**src/rtl/asrv_pkg.sv**
```systemverilog
// Package: shared constants, types and the CRC-32 byte step for the slot record validator.
`default_nettype none

package asrv_pkg;

  // Largest payload the block accepts, in bytes.
  localparam int PAYLOAD_LIMIT = 128;
  localparam int HEADER_BYTES  = 21;
  localparam int HCRC_SPAN     = 16;

  // Byte position counter: idle (0) up to the last payload byte.
  localparam int POS_W = $clog2(HEADER_BYTES + PAYLOAD_LIMIT + 1);
  typedef logic [POS_W-1:0] pos_t;

  localparam pos_t POS_MAGIC_END  = pos_t'(3);
  localparam pos_t POS_SCHEMA_END = pos_t'(5);
  localparam pos_t POS_GEN_END    = pos_t'(9);
  localparam pos_t POS_LEN_END    = pos_t'(11);
  localparam pos_t POS_PCRC_END   = pos_t'(15);
  localparam pos_t POS_HCRC_END   = pos_t'(19);
  localparam pos_t POS_COMMIT     = pos_t'(HEADER_BYTES - 1);
  localparam pos_t POS_HDR_BYTES  = pos_t'(HEADER_BYTES);
  localparam pos_t POS_HCRC_SPAN  = pos_t'(HCRC_SPAN);
  localparam pos_t POS_MAX        = pos_t'(HEADER_BYTES + PAYLOAD_LIMIT);

  localparam logic [31:0] CRC_POLY = 32'hEDB8_8320;
  localparam logic [31:0] CRC_INIT = 32'hFFFF_FFFF;

  // Register reset values
  localparam logic [31:0] MAGIC_RESET  = 32'h455A_4631;
  localparam logic [15:0] SCHEMA_RESET = 16'd1;
  localparam logic [7:0]  MAXLEN_RESET = 8'd128;
  localparam logic [7:0]  COMMIT_RESET = 8'h3F;

  // Configuration register indexes
  localparam int CFG_IDX_W = 2;
  typedef enum logic [CFG_IDX_W-1:0] {
    CFG_MAGIC  = 2'd0,
    CFG_SCHEMA = 2'd1,
    CFG_MAXLEN = 2'd2,
    CFG_COMMIT = 2'd3
  } cfg_idx_t;

  typedef enum logic [2:0] {
    ERR_OK          = 3'd0,
    ERR_MAGIC       = 3'd1,
    ERR_SCHEMA      = 3'd2,
    ERR_LENGTH      = 3'd3,
    ERR_UNCOMMITTED = 3'd4,
    ERR_HEADER_CRC  = 3'd5,
    ERR_PAYLOAD_CRC = 3'd6
  } err_t;

  // Slot table update at the end of a record
  typedef struct packed {
    logic        en;
    logic        slot;
    logic        ok;
    logic [31:0] generation;
  } slot_upd_t;

  // Newest valid slot
  typedef struct packed {
    logic        valid;
    logic        slot;
    logic [31:0] generation;
  } winner_t;

  // Reflected CRC-32, one byte.
  function automatic logic [31:0] crc32_byte(input logic [31:0] c, input logic [7:0] b);
    logic [31:0] r;
    r = c ^ {24'h0, b};
    for (int i = 0; i < 8; i++) begin
      r = r[0] ? ((r >> 1) ^ CRC_POLY) : (r >> 1);
    end
    return r;
  endfunction

endpackage

`default_nettype wire

```
**src/rtl/asrv_in_if.sv**
```systemverilog
// Interface: record byte channel (valid/ready plus byte, start mark and slot).
`default_nettype none

interface asrv_in_if;
  logic       valid;
  logic       ready;
  logic [7:0] data_byte;
  logic       first;
  logic       slot;

  modport source(output valid, data_byte, first, slot, input ready);
  modport sink(input valid, data_byte, first, slot, output ready);
endinterface

`default_nettype wire

```
**src/rtl/asrv_out_if.sv**
```systemverilog
// Interface: result channel (valid/ready plus pass-through byte, verdict and winner).
`default_nettype none

interface asrv_out_if;
  logic        valid;
  logic        ready;
  logic [7:0]  payload_byte;
  logic        payload_strobe;
  logic        record_done;
  logic        record_ok;
  logic [2:0]  error_code;
  logic        record_slot;
  logic [31:0] record_generation;
  logic [15:0] payload_length;
  logic        winner_valid;
  logic        winner_slot;
  logic [31:0] winner_generation;

  modport source(output valid, payload_byte, payload_strobe, record_done, record_ok,
                 error_code, record_slot, record_generation, payload_length,
                 winner_valid, winner_slot, winner_generation, input ready);
  modport sink(input valid, payload_byte, payload_strobe, record_done, record_ok,
               error_code, record_slot, record_generation, payload_length,
               winner_valid, winner_slot, winner_generation, output ready);
endinterface

`default_nettype wire

```
**src/rtl/asrv_slots.sv**
```systemverilog
// Module: two-entry slot table and newest-valid-slot selection.
`default_nettype none

module asrv_slots
  import asrv_pkg::*;
(
  input  wire logic      clk,
  input  wire logic      rst,
  input  wire slot_upd_t upd,
  output winner_t        win_next
);

  logic [1:0]  slot_valid;
  logic [31:0] slot_generation [2];
  logic [1:0]  slot_valid_next;
  logic [31:0] slot_generation_next [2];
  logic        w1;

  always_comb begin
    slot_valid_next      = slot_valid;
    slot_generation_next = slot_generation;
    if (upd.en) begin
      slot_valid_next[upd.slot]      = upd.ok;
      slot_generation_next[upd.slot] = upd.ok ? upd.generation : 32'h0;
    end
  end

  // Slot 1 wins only when slot 0 is not valid or slot 1 is strictly newer.
  always_comb begin
    w1 = slot_valid_next[1] &&
         (!slot_valid_next[0] || (slot_generation_next[1] > slot_generation_next[0]));
    win_next.valid      = slot_valid_next[0] | slot_valid_next[1];
    win_next.slot       = w1;
    win_next.generation = w1 ? slot_generation_next[1] :
                          (slot_valid_next[0] ? slot_generation_next[0] : 32'h0);
  end

  always_ff @(posedge clk) begin
    if (rst) begin
      slot_valid         <= 2'b00;
      slot_generation[0] <= 32'h0;
      slot_generation[1] <= 32'h0;
    end else begin
      slot_valid         <= slot_valid_next;
      slot_generation[0] <= slot_generation_next[0];
      slot_generation[1] <= slot_generation_next[1];
    end
  end

endmodule

`default_nettype wire

```
**src/rtl/ab_slot_record_validator.sv**
```systemverilog
// Top level: A/B slot record validator with CRC-32 header and payload checks.
//
// Usage:
//   rd_bytes carries one record byte per beat, as read from flash. Mark the
//   first header byte with first = 1 and give the slot there; later bytes
//   follow with first = 0. Bytes seen while no record is open are ignored.
//   Every accepted beat produces exactly one beat on report: payload bytes
//   come back with payload_strobe set, the byte that ends a record carries
//   record_done with the verdict, and every beat carries the newest valid
//   slot (winner_*), already updated by a verdict in that same beat.
//   The result is registered: report.valid rises in the cycle after accept.
//   Throughput is one byte per cycle while report is not stalled, limited by the
//   eight-bit unrolled CRC step between the input handshake and the result register.
//   When report stalls, the result register holds and rd_bytes.ready drops
//   until the register is taken; a beat is accepted in the same cycle that
//   the pending result leaves.
//   Reset (rst, synchronous) clears the open record, both slot entries and
//   loads the register defaults. Write cfg_* only while the block is idle.
`default_nettype none

module ab_slot_record_validator
  import asrv_pkg::*;
(
  input  wire logic                 clk,
  input  wire logic                 rst,
  asrv_in_if.sink                   rd_bytes,
  asrv_out_if.source                report,
  input  wire logic                 cfg_we,
  input  wire logic [CFG_IDX_W-1:0] cfg_index,
  input  wire logic [31:0]          cfg_data
);

  // Configuration registers
  logic [31:0] expected_magic;
  logic [15:0] expected_schema;
  logic [7:0]  max_length;
  logic [7:0]  commit_marker;

  // Record parse state
  pos_t        byte_position, byte_position_next;
  logic [23:0] header_shift, header_shift_next;
  logic [31:0] field_magic, field_magic_next;
  logic [15:0] field_schema, field_schema_next;
  logic [31:0] field_generation, field_generation_next;
  logic [15:0] field_length, field_length_next;
  logic [31:0] field_payload_crc, field_payload_crc_next;
  logic [31:0] running_crc, running_crc_next;
  logic        header_crc_ok, header_crc_ok_next;
  logic        current_slot, current_slot_next;

  // Result register
  logic        out_valid;
  logic [7:0]  res_payload_byte;
  logic        res_strobe;
  logic        res_done;
  err_t        res_code;
  logic        res_slot;
  logic [31:0] res_generation;
  logic [15:0] res_length;
  winner_t     res_winner;

  logic        accept;
  logic        active;
  pos_t        idx;
  logic [31:0] crc_in;
  logic [31:0] crc_upd;
  logic [31:0] shift_word;
  logic        strobe;
  logic        done;
  err_t        code;
  err_t        end_code;
  slot_upd_t   upd;
  winner_t     win_next;

  // Take a beat whenever the result register is free or being emptied.
  assign rd_bytes.ready = !out_valid || report.ready;
  assign accept         = rd_bytes.valid && rd_bytes.ready;

  always_ff @(posedge clk) begin
    if (rst) begin
      expected_magic  <= MAGIC_RESET;
      expected_schema <= SCHEMA_RESET;
      max_length      <= MAXLEN_RESET;
      commit_marker   <= COMMIT_RESET;
    end else if (cfg_we) begin
      case (cfg_index)
        CFG_MAGIC:  expected_magic  <= cfg_data;
        CFG_SCHEMA: expected_schema <= cfg_data[15:0];
        CFG_MAXLEN: max_length      <= cfg_data[7:0];
        CFG_COMMIT: commit_marker   <= cfg_data[7:0];
        default: ;
      endcase
    end
  end

  // A start mark restarts the record at position zero with a fresh CRC.
  assign active     = rd_bytes.first || (byte_position != '0);
  assign idx        = rd_bytes.first ? '0 : byte_position;
  assign crc_in     = rd_bytes.first ? CRC_INIT : running_crc;
  assign crc_upd    = crc32_byte(crc_in, rd_bytes.data_byte);
  assign shift_word = {rd_bytes.data_byte, header_shift};
  // Verdict once the header is accepted: header CRC first, then payload CRC.
  assign end_code   = !header_crc_ok ? ERR_HEADER_CRC :
                      ((~crc_upd) != field_payload_crc ? ERR_PAYLOAD_CRC : ERR_OK);

  always_comb begin
    byte_position_next     = byte_position;
    header_shift_next      = header_shift;
    field_magic_next       = field_magic;
    field_schema_next      = field_schema;
    field_generation_next  = field_generation;
    field_length_next      = field_length;
    field_payload_crc_next = field_payload_crc;
    running_crc_next       = running_crc;
    header_crc_ok_next     = header_crc_ok;
    current_slot_next      = rd_bytes.first ? rd_bytes.slot : current_slot;
    strobe                 = 1'b0;
    done                   = 1'b0;
    code                   = ERR_OK;

    if (active) begin
      byte_position_next = idx + pos_t'(1);
      if (idx < POS_HDR_BYTES) begin
        header_shift_next = shift_word[31:8];
        if (idx < POS_HCRC_SPAN) begin
          running_crc_next = crc_upd;
        end
        case (idx)
          POS_MAGIC_END:  field_magic_next       = shift_word;
          POS_SCHEMA_END: field_schema_next      = shift_word[31:16];
          POS_GEN_END:    field_generation_next  = shift_word;
          POS_LEN_END:    field_length_next      = shift_word[31:16];
          POS_PCRC_END:   field_payload_crc_next = shift_word;
          POS_HCRC_END: begin
            header_crc_ok_next = ((~crc_in) == shift_word);
            running_crc_next   = CRC_INIT;
          end
          POS_COMMIT: begin
            // Check in order; the first failure, or an empty payload, ends the record here.
            done = 1'b1;
            if (field_magic != expected_magic) begin
              code = ERR_MAGIC;
            end else if (field_schema != expected_schema) begin
              code = ERR_SCHEMA;
            end else if ((field_length > {8'h0, max_length}) ||
                         (field_length > 16'(PAYLOAD_LIMIT))) begin
              code = ERR_LENGTH;
            end else if (rd_bytes.data_byte != commit_marker) begin
              code = ERR_UNCOMMITTED;
            end else if (field_length == 16'h0) begin
              // Empty payload: CRC of nothing, running value still initial.
              code = !header_crc_ok ? ERR_HEADER_CRC :
                     ((~crc_in) != field_payload_crc ? ERR_PAYLOAD_CRC : ERR_OK);
            end else begin
              done = 1'b0;
            end
          end
          default: ;
        endcase
      end else begin
        // Payload: pass the byte through and fold it into the payload CRC.
        strobe           = 1'b1;
        running_crc_next = crc_upd;
        if (16'(idx - POS_COMMIT) >= field_length) begin
          done = 1'b1;
          code = end_code;
        end
      end
      if (done) begin
        byte_position_next = '0;
      end
    end
  end

  always_comb begin
    upd.en         = accept && done;
    upd.slot       = current_slot_next;
    upd.ok         = (code == ERR_OK);
    upd.generation = field_generation;
  end

  asrv_slots u_slots (
    .clk      (clk),
    .rst      (rst),
    .upd      (upd),
    .win_next (win_next)
  );

  // Advance parse state on every accepted beat.
  always_ff @(posedge clk) begin
    if (rst) begin
      byte_position <= '0;
      running_crc   <= CRC_INIT;
      header_crc_ok <= 1'b0;
      current_slot  <= 1'b0;
    end else if (accept) begin
      byte_position <= byte_position_next;
      running_crc   <= running_crc_next;
      header_crc_ok <= header_crc_ok_next;
      current_slot  <= current_slot_next;
    end
  end

  always_ff @(posedge clk) begin
    if (accept) begin
      header_shift      <= header_shift_next;
      field_magic       <= field_magic_next;
      field_schema      <= field_schema_next;
      field_generation  <= field_generation_next;
      field_length      <= field_length_next;
      field_payload_crc <= field_payload_crc_next;
    end
  end

  // Result register: load on accept, drop valid once taken.
  always_ff @(posedge clk) begin
    if (rst) begin
      out_valid <= 1'b0;
    end else if (accept) begin
      out_valid <= 1'b1;
    end else if (report.ready) begin
      out_valid <= 1'b0;
    end
  end

  always_ff @(posedge clk) begin
    if (accept) begin
      res_payload_byte <= strobe ? rd_bytes.data_byte : 8'h0;
      res_strobe       <= strobe;
      res_done         <= done;
      res_code         <= done ? code : ERR_OK;
      res_slot         <= done ? current_slot_next : 1'b0;
      res_generation   <= done ? field_generation : 32'h0;
      res_length       <= done ? field_length : 16'h0;
      res_winner       <= win_next;
    end
  end

  assign report.valid             = out_valid;
  assign report.payload_byte      = res_payload_byte;
  assign report.payload_strobe    = res_strobe;
  assign report.record_done       = res_done;
  assign report.record_ok         = res_done && (res_code == ERR_OK);
  assign report.error_code        = res_code;
  assign report.record_slot       = res_slot;
  assign report.record_generation = res_generation;
  assign report.payload_length    = res_length;
  assign report.winner_valid      = res_winner.valid;
  assign report.winner_slot       = res_winner.slot;
  assign report.winner_generation = res_winner.generation;

`ifndef SYNTHESIS
  // A verdict on a payload byte can only come from a CRC check.
  a_payload_verdict: assert property (@(posedge clk) disable iff (rst)
    (out_valid && res_strobe && res_done) |->
      (res_code == ERR_OK || res_code == ERR_HEADER_CRC || res_code == ERR_PAYLOAD_CRC))
    else $error("early header failure reported on a payload byte");

  a_no_winner_gen: assert property (@(posedge clk) disable iff (rst)
    (out_valid && !res_winner.valid) |-> (res_winner.generation == 32'h0))
    else $error("winner generation set with no valid slot");

  a_pos_bound: assert property (@(posedge clk) disable iff (rst)
    byte_position <= POS_MAX)
    else $error("byte position ran past the largest record");

  // A record ending always returns the parser to idle.
  a_done_idle: assert property (@(posedge clk) disable iff (rst)
    (accept && done) |=> (byte_position == '0))
    else $error("parser not idle after a verdict");
`endif

endmodule

`default_nettype wire
```
**src/flat_wrapper.sv**
```systemverilog
// flat-port wrapper written by rule: the top's interface ports become plain ports
module ab_slot_record_validator_flat import asrv_pkg::*;
  (clk, rst, cfg_we, cfg_index, cfg_data, rd_bytes_valid, rd_bytes_data_byte, rd_bytes_first, rd_bytes_slot, rd_bytes_ready, report_valid, report_payload_byte, report_payload_strobe, report_record_done, report_record_ok, report_error_code, report_record_slot, report_record_generation, report_payload_length, report_winner_valid, report_winner_slot, report_winner_generation, report_ready);
  asrv_in_if rd_bytes_i ();
  asrv_out_if report_i ();
  input  wire logic clk;
  input  wire logic rst;
  input  wire logic cfg_we;
  input  wire logic [CFG_IDX_W-1:0] cfg_index;
  input  wire logic [31:0] cfg_data;
  input wire logic [$bits(rd_bytes_i.valid)-1:0] rd_bytes_valid;
  input wire logic [$bits(rd_bytes_i.data_byte)-1:0] rd_bytes_data_byte;
  input wire logic [$bits(rd_bytes_i.first)-1:0] rd_bytes_first;
  input wire logic [$bits(rd_bytes_i.slot)-1:0] rd_bytes_slot;
  output wire logic [$bits(rd_bytes_i.ready)-1:0] rd_bytes_ready;
  output wire logic [$bits(report_i.valid)-1:0] report_valid;
  output wire logic [$bits(report_i.payload_byte)-1:0] report_payload_byte;
  output wire logic [$bits(report_i.payload_strobe)-1:0] report_payload_strobe;
  output wire logic [$bits(report_i.record_done)-1:0] report_record_done;
  output wire logic [$bits(report_i.record_ok)-1:0] report_record_ok;
  output wire logic [$bits(report_i.error_code)-1:0] report_error_code;
  output wire logic [$bits(report_i.record_slot)-1:0] report_record_slot;
  output wire logic [$bits(report_i.record_generation)-1:0] report_record_generation;
  output wire logic [$bits(report_i.payload_length)-1:0] report_payload_length;
  output wire logic [$bits(report_i.winner_valid)-1:0] report_winner_valid;
  output wire logic [$bits(report_i.winner_slot)-1:0] report_winner_slot;
  output wire logic [$bits(report_i.winner_generation)-1:0] report_winner_generation;
  input wire logic [$bits(report_i.ready)-1:0] report_ready;
  assign rd_bytes_i.valid = rd_bytes_valid;
  assign rd_bytes_i.data_byte = rd_bytes_data_byte;
  assign rd_bytes_i.first = rd_bytes_first;
  assign rd_bytes_i.slot = rd_bytes_slot;
  assign rd_bytes_ready = rd_bytes_i.ready;
  assign report_valid = report_i.valid;
  assign report_payload_byte = report_i.payload_byte;
  assign report_payload_strobe = report_i.payload_strobe;
  assign report_record_done = report_i.record_done;
  assign report_record_ok = report_i.record_ok;
  assign report_error_code = report_i.error_code;
  assign report_record_slot = report_i.record_slot;
  assign report_record_generation = report_i.record_generation;
  assign report_payload_length = report_i.payload_length;
  assign report_winner_valid = report_i.winner_valid;
  assign report_winner_slot = report_i.winner_slot;
  assign report_winner_generation = report_i.winner_generation;
  assign report_i.ready = report_ready;
  ab_slot_record_validator u_core (.clk(clk), .rst(rst), .rd_bytes(rd_bytes_i), .report(report_i), .cfg_we(cfg_we), .cfg_index(cfg_index), .cfg_data(cfg_data));
endmodule
```
**config.mk**
```make
export PLATFORM = sky130hd
export DESIGN_NAME = ab_slot_record_validator_flat
export DESIGN_NICKNAME = d
export VERILOG_FILES = /design/src/rtl/asrv_pkg.sv /design/src/rtl/asrv_in_if.sv /design/src/rtl/asrv_out_if.sv /design/src/rtl/asrv_slots.sv /design/src/rtl/ab_slot_record_validator.sv /design/src/flat_wrapper.sv
export SDC_FILE = /design/constraint.sdc
export NUM_CORES = 1
export LEC_CHECK = 0
export BUFFER_PORTS_ARGS = -buffer_cell sky130_fd_sc_hd__buf_2
export CAP_MARGIN = 15
export CORE_MARGIN = 5
export CORE_UTILIZATION = 55
export CTS_CLUSTER_DIAMETER = 60
export DETAILED_ROUTE_END_ITERATION = 10
export GPL_ROUTABILITY_DRIVEN = 0
export PLACE_DENSITY = 0.73
export SLEW_MARGIN = 40
export SYNTH_ARGS = -nofsm -noshare
export SYNTH_HDL_FRONTEND = slang
export SYNTH_SLANG_ARGS = --single-unit
export TNS_END_PERCENT = 20
```
**constraint.sdc**
```tcl
create_clock -name clk -period 8.6 [get_ports clk]
set_input_delay 1.72 -clock clk [delete_from_list [all_inputs] [get_ports clk]]
set_output_delay 1.72 -clock clk [all_outputs]
set_load 0.005 [all_outputs]
```
* Word-level counts from Yosys, hierarchy flattened *
Cells that the tools add are included.

storage, ports and cells
  output and inout port bits = 99
  flip-flop bits (word level) = 421
  logic and storage cells = 154
  bits of input ports = 49

operators by class
  order comparisons = 10
  reduce and logical (&&, ||, !) cells = 31
  mux-type cells = 53
  add/sub/neg operators = 2
  equality and inequality tests = 17
  bitwise operators = 13

operators by type and width
  cell                                                                               number
  32-bit 2-to-1 mux                                                                  16
  13-bit inverter with 14-bit output                                                 8
  32-bit inequality test                                                             3
  64-bit bitwise mux                                                                 1
  64-bit 2-to-1 mux                                                                  1
  32-bit inverter                                                                    2
  3-bit 2-to-1 mux                                                                   13
  32-bit demux with 1-bit select                                                     1
  32-bit == test                                                                     1
  32-bit greater-than comparator                                                     1
  32-bit by 8-bit bitwise XOR with 32-bit output                                     1
  8-bit by 4-bit == test with 1-bit output (second input constant)                   3
  4-bit AND reduction                                                                6
  8-bit by 5-bit == test with 1-bit output (second input constant)                   2
  16-bit >= comparator                                                               1
  16-bit by 8-bit greater-than comparator with 1-bit output                          1
  16-bit by 8-bit greater-than comparator with 1-bit output (second input constant)  1
  16-bit logical NOT                                                                 1
  8-bit by 5-bit less-than comparator with 1-bit output (second input constant)      2
  1-bit 2-to-1 mux                                                                   16
  8-bit 2-to-1 mux                                                                   2
  16-bit inequality test                                                             1
  2-bit AND reduction                                                                5
  8-bit by 5-bit subtractor with 9-bit output (second input constant)                1
  other kinds (24)                                                                   36

* Longest topological paths before layout *
  depth in word-level cells = 33
  mapped depth = 31
  mapped depth without buffers = 27

* By module *
From an unflattened synthesis, not the netlist that was laid out.

second synthesis, totals
  cell total of the unflattened synthesis = 2014
  area, all modules = 20942.6 sq um

by module, submodules not included
  module                    times used  cells each  area an instance (sq um)
  ab_slot_record_validator  1           1523        17194.0
  asrv_slots                1           491         3748.6

* Least setup slack after synthesis *
OpenSTA, ideal clock, no wires.

  path kind = input-to-reg
  start = input rd_bytes_first
  end = register u_core.field_generation[0] (enable)
  data required time = 8.087 ns
  path buffers = 5
  arrival = 8.117 ns
  setup slack = -0.030 ns
  setup time = 0.513 ns
  cell stages on the path = 14
  path through = buf_4 buf_2 buf_2 buf_1 nor2b_1 inv_1 ha_1 nor2b_1 o21ai_0 a21oi_1 clkbuf_1 nor2_1 nand3_1 nor4b_1

between the ends
  word-level cells in the longest chain between the ends = 3
  elaborated cells on any way between the ends = 5
  classes of those cells = order compare (1); eq/ne (1); mux (1); reduce/logical (2)

ends and longest elaborated chain
  element                                                                                                                   line                                                              text
  start, declared                                                                                                           flat_wrapper.sv:13                                                input wire logic [$bits(rd_bytes_i.first)-1:0] rd_bytes_first;
  8-bit 2-to-1 mux                                                                                                          ab_slot_record_validator.sv:98                                    assign idx = rd_bytes.first ? '0 : byte_position;
  8-bit by 5-bit less-than comparator with 1-bit output / 8-bit by 4-bit == test with 1-bit output (equally long branches)  ab_slot_record_validator.sv:123, ab_slot_record_validator.sv:128
  4-bit AND reduction (no source line) *                                                                                    --
  end signal, assigned                                                                                                      ab_slot_record_validator.sv:209                                   field_generation <= field_generation_next;
  end, declared                                                                                                             ab_slot_record_validator.sv:44                                    logic [31:0] field_generation, field_generation_next;

Every way passes the cells marked *; elsewhere a longest branch is shown, timed or not.
A chain may end at the register's enable or synchronous reset.

==> metrics.md <==
| Metric | Value |
|---|---|
| Synth warnings | 0 |
| Crit-path max FO | 92 |
| Total Wirelength | 59800 um |
| Max Freq | about 130 MHz |
| TritonCTS Buffers | between 40 and 50 |
| Residual DRC count | 0 |
| Final setup viols | 0 |
| Post-route ant nets | 0 |
| RSZ-0062 raised after global routing | false |
| Net Count, Synth | between 2000 and 2500 |
| Cts hold-fix bufs | 0 |
| Pin count of the biggest net entering global routing | between 90 and 100 |
| CP arrival | 8.26 ns |
| Final net count | between 2000 and 2500 |
| Synthesized netlist cell count | a little under 2000 |
| Dpl hpwl | 40640 um |
| CP Capture Type | register |
| Max-Cap Viols | 0 |
| Worst slew pin tran | about 0.92 ns |
| Cell area after layout | between 0.02 and 0.025 mm^2 |
| Hold Path Class | register to register |
| Fraction of layout cells with a size suffix above 1 | about 16% |
| Total GRT Usage | 27.76% |
| Area Overhead vs Synth | 12.98% |
| Fin crit period | roughly 8 ns |
| Initial DRC Count | slightly below 2000 |
| Post-cts resize count | 0 |
| I/O Buffers | 147 |
| Die H | a little over 200 um |
| Clk_skew | 0.01245 ns |
| Starting Density | a little under three fifths |
| Slew Viols, Final | 0 |
| Postcts setup bufs | 0 |
| # diodes | 0 |
| Vias per cell | 6.032 |
| Top FF cell, synth | edfxtp_1 |
| Die area | between 0.04 and 0.05 mm^2 |
| Drt pass-1 iters | 5 |
| Maximum VDD drop | roughly 140 uV |
| Top-level I/O count | 148 |
| H-tree depth | 2 |
| Mapped Area | about 0.021 mm^2 |
| Status | finished, final reports clean |
| Worst hold slack | about 0.46 ns |
| Number of core rows | 71 |
| Die width | slightly above 200 um |
| Clock Path Buffers | 3 |
| Core Box Area | 0.03767 mm^2 |
| Initial antenna violation count | 2 |
| WS Path Type | input pin to register |
| Period utilization | between 90% and 100% |
| Leakage power | between 9 and 10 nW |
| Clock insertion delay at the later pin of the skew report | about 0.58 ns |
| Clk sinks | around 420 |
| Seq/Total Area, Yosys | a little over 50% |
| Req. time, crit path | around 8.9 ns |
| First-pass GRT wire length | approximately 90000 um |
| PD cells | between 200 and 250 mW/mm^2 |
| Asr flop ratio synth | 0% |
| Clk slew on worst S/H paths | approximately 0.06 ns |
| Via count | ~16000 |
| Setup TNS | 0 ns |
| Netlist cell types | 74 |
| Leading cell type in the layout, fill and taps excluded | edfxtp_1 |
| Post-synth EDFFs | 248 |
| Pre-CTS WS | ~0.19 ns |
| Final Hold Viols | 0 |
| Post-Syn Area per Cell | around 11 um^2 |
| WL/cell | between 20 and 25 um |
| Vias in the first global route | 15010 |
| Startpoint types | input pin |
| Area after DPL | between 0.02 and 0.025 mm^2 |
| CTS tree | built |
| Commonest cells after routing, fill and taps aside | edfxtp_1, dfxtp_1, nand2_1 |
| Root buffer cell | clkbuf_16 |
| Crit path setup slack, layout | roughly 0.64 ns |
| Max_slew headroom | roughly 38% |
| #FFs+latches synth | about 420 |
| GRT overflow | 0 |
## per-layer routing
metal | track usage [%] | share of wire [%] | up-vias
met5 | 0 | 0.025 | -
met4 | 9.091 | 3.7 | 2
met3 | 5.469 | 10 | 139
met2 | 44.62 | 46 | 828
met1 | 38.17 | 40 | 7605
li1 | - | - | 7127
## critical path: stages
cell and delay, ns:
buf_2 0.13, buf_12 0.38, nor2_2 0.16, xnor2_2 0.60
xnor2_1 0.34, xor3_1 0.46, nor3_1 0.25, nand4_1 0.31
o21a_1 0.37, nor3_4 0.65, buf_4 0.32, a22oi_1 0.14
ha_1 0.24, nor2b_1 0.11, o21a_1 0.11, o21ai_0 0.07
a21oi_1 0.13, nand3_1 0.09, a21oi_1 0.14, nor2_1 0.06
o21ai_0 0.16, o41ai_1 0.17, o21ai_4 0.48, buf_4 0.46
o22ai_2 0.14
## per-stage QoR
stage | total power, mW | std cells | utilization, %
2_1_floorplan | 2.763 | 1943 | -
4_1_cts | 4.970 | 2603 | 62.92
5_1_grt | 5.124 | 2603 | 62.96
3_5_place_dp | 2.958 | 2516 | 58.78
6_report | 4.955 | 2603 | 62.96
3_3_place_gp | 2.947 | 2516 | 58.74
## final timing paths
path                                                           start                                             to  slack (ns)  depth (start not counted)
worst max register to register  u_core.byte_position[2]$_SDFFE_PP0P_  u_core.report.winner_generation[11]$_DFFE_PP_        0.93                         28
worst max-delay path                                  rd_bytes_first  u_core.report.winner_generation[11]$_DFFE_PP_        0.64                         25
worst min register to register     u_core.max_length[6]$_SDFFE_PP0P_              u_core.max_length[6]$_SDFFE_PP0P_        0.46                          2
worst min-delay path               u_core.max_length[6]$_SDFFE_PP0P_              u_core.max_length[6]$_SDFFE_PP0P_        0.46                          2
## power by group
group          leakage [nW]  internal [mW]  total, mW  switching (mW)
combinational          4.62          0.293      0.651           0.358
sequential             3.73           2.19       2.29          0.0938
clock                 0.772           1.19       2.02           0.826
total                  9.12           3.68       4.96            1.28
## cell type report
class / count / area (um^2)
fillers: 3020 / 13950
clock inverters: 22 / 212.7
well taps: 511 / 639.4
inverters: 75 / 282.8
flip-flops and latches: 421 / 10910
clock buffers: 65 / 1346
repair buffers: 181 / 1026
multi-input cells: 1328 / 9296
## logic make-up after synthesis
kind of cell             after synthesis  share of synthesized area, %
adder cells (fa/ha/maj)               59                         3.517
flip-flops                           421                         51.98
buffers and inverters                194                         4.089
multiplexers                          36                         1.800
AO/OA/AOI/OAI                        360                         11.80
XOR/XNOR                             229                         11.50
AND/OR/NAND/NOR                      644                         15.31
## synthesized netlist by cell type, drive strengths merged, types with 21 or more instances
| cell | instances | area [um^2] |
|---|---|---|
| a31oi | 40 | 250.2 |
| and2 | 42 | 265.3 |
| a22oi | 34 | 255.2 |
| xor2 | 62 | 543.0 |
| inv | 75 | 281.5 |
| nand3 | 40 | 200.2 |
| nor2 | 159 | 606.8 |
| a21oi | 87 | 435.4 |
| ha | 59 | 738.2 |
| dfxtp | 173 | 3463 |
| xnor3 | 21 | 473.0 |
| nand4 | 37 | 231.5 |
| xnor2 | 144 | 1351 |
| nand3b | 21 | 157.7 |
| nand2 | 169 | 634.4 |
| buf | 48 | 310.3 |
| o22ai | 56 | 531.8 |
| o21ai | 65 | 336.6 |
| edfxtp | 248 | 7447 |
| nor3 | 21 | 110.1 |
| clkbuf | 71 | 266.5 |
| nor2b | 53 | 331.6 |
| nand2b | 39 | 244.0 |
| mux2i | 22 | 220.2 |
## sequential cells by signal, indices dropped and copies added (netlist names), 16 cells and up
name	flops
u_core.expected_schema	16
u_core.expected_magic	32
u_core.report.payload_length	16
u_core.running_crc	32
u_core.u_slots.slot_generation	64
u_core.field_generation	32
u_core.field_schema	16
u_core.report.record_generation	32
u_core.field_magic	32
u_core.field_length	16
u_core.report.winner_generation	32
u_core.header_shift	24
u_core.field_payload_crc	32
Note: power is estimated with default switching activity, not from simulation.
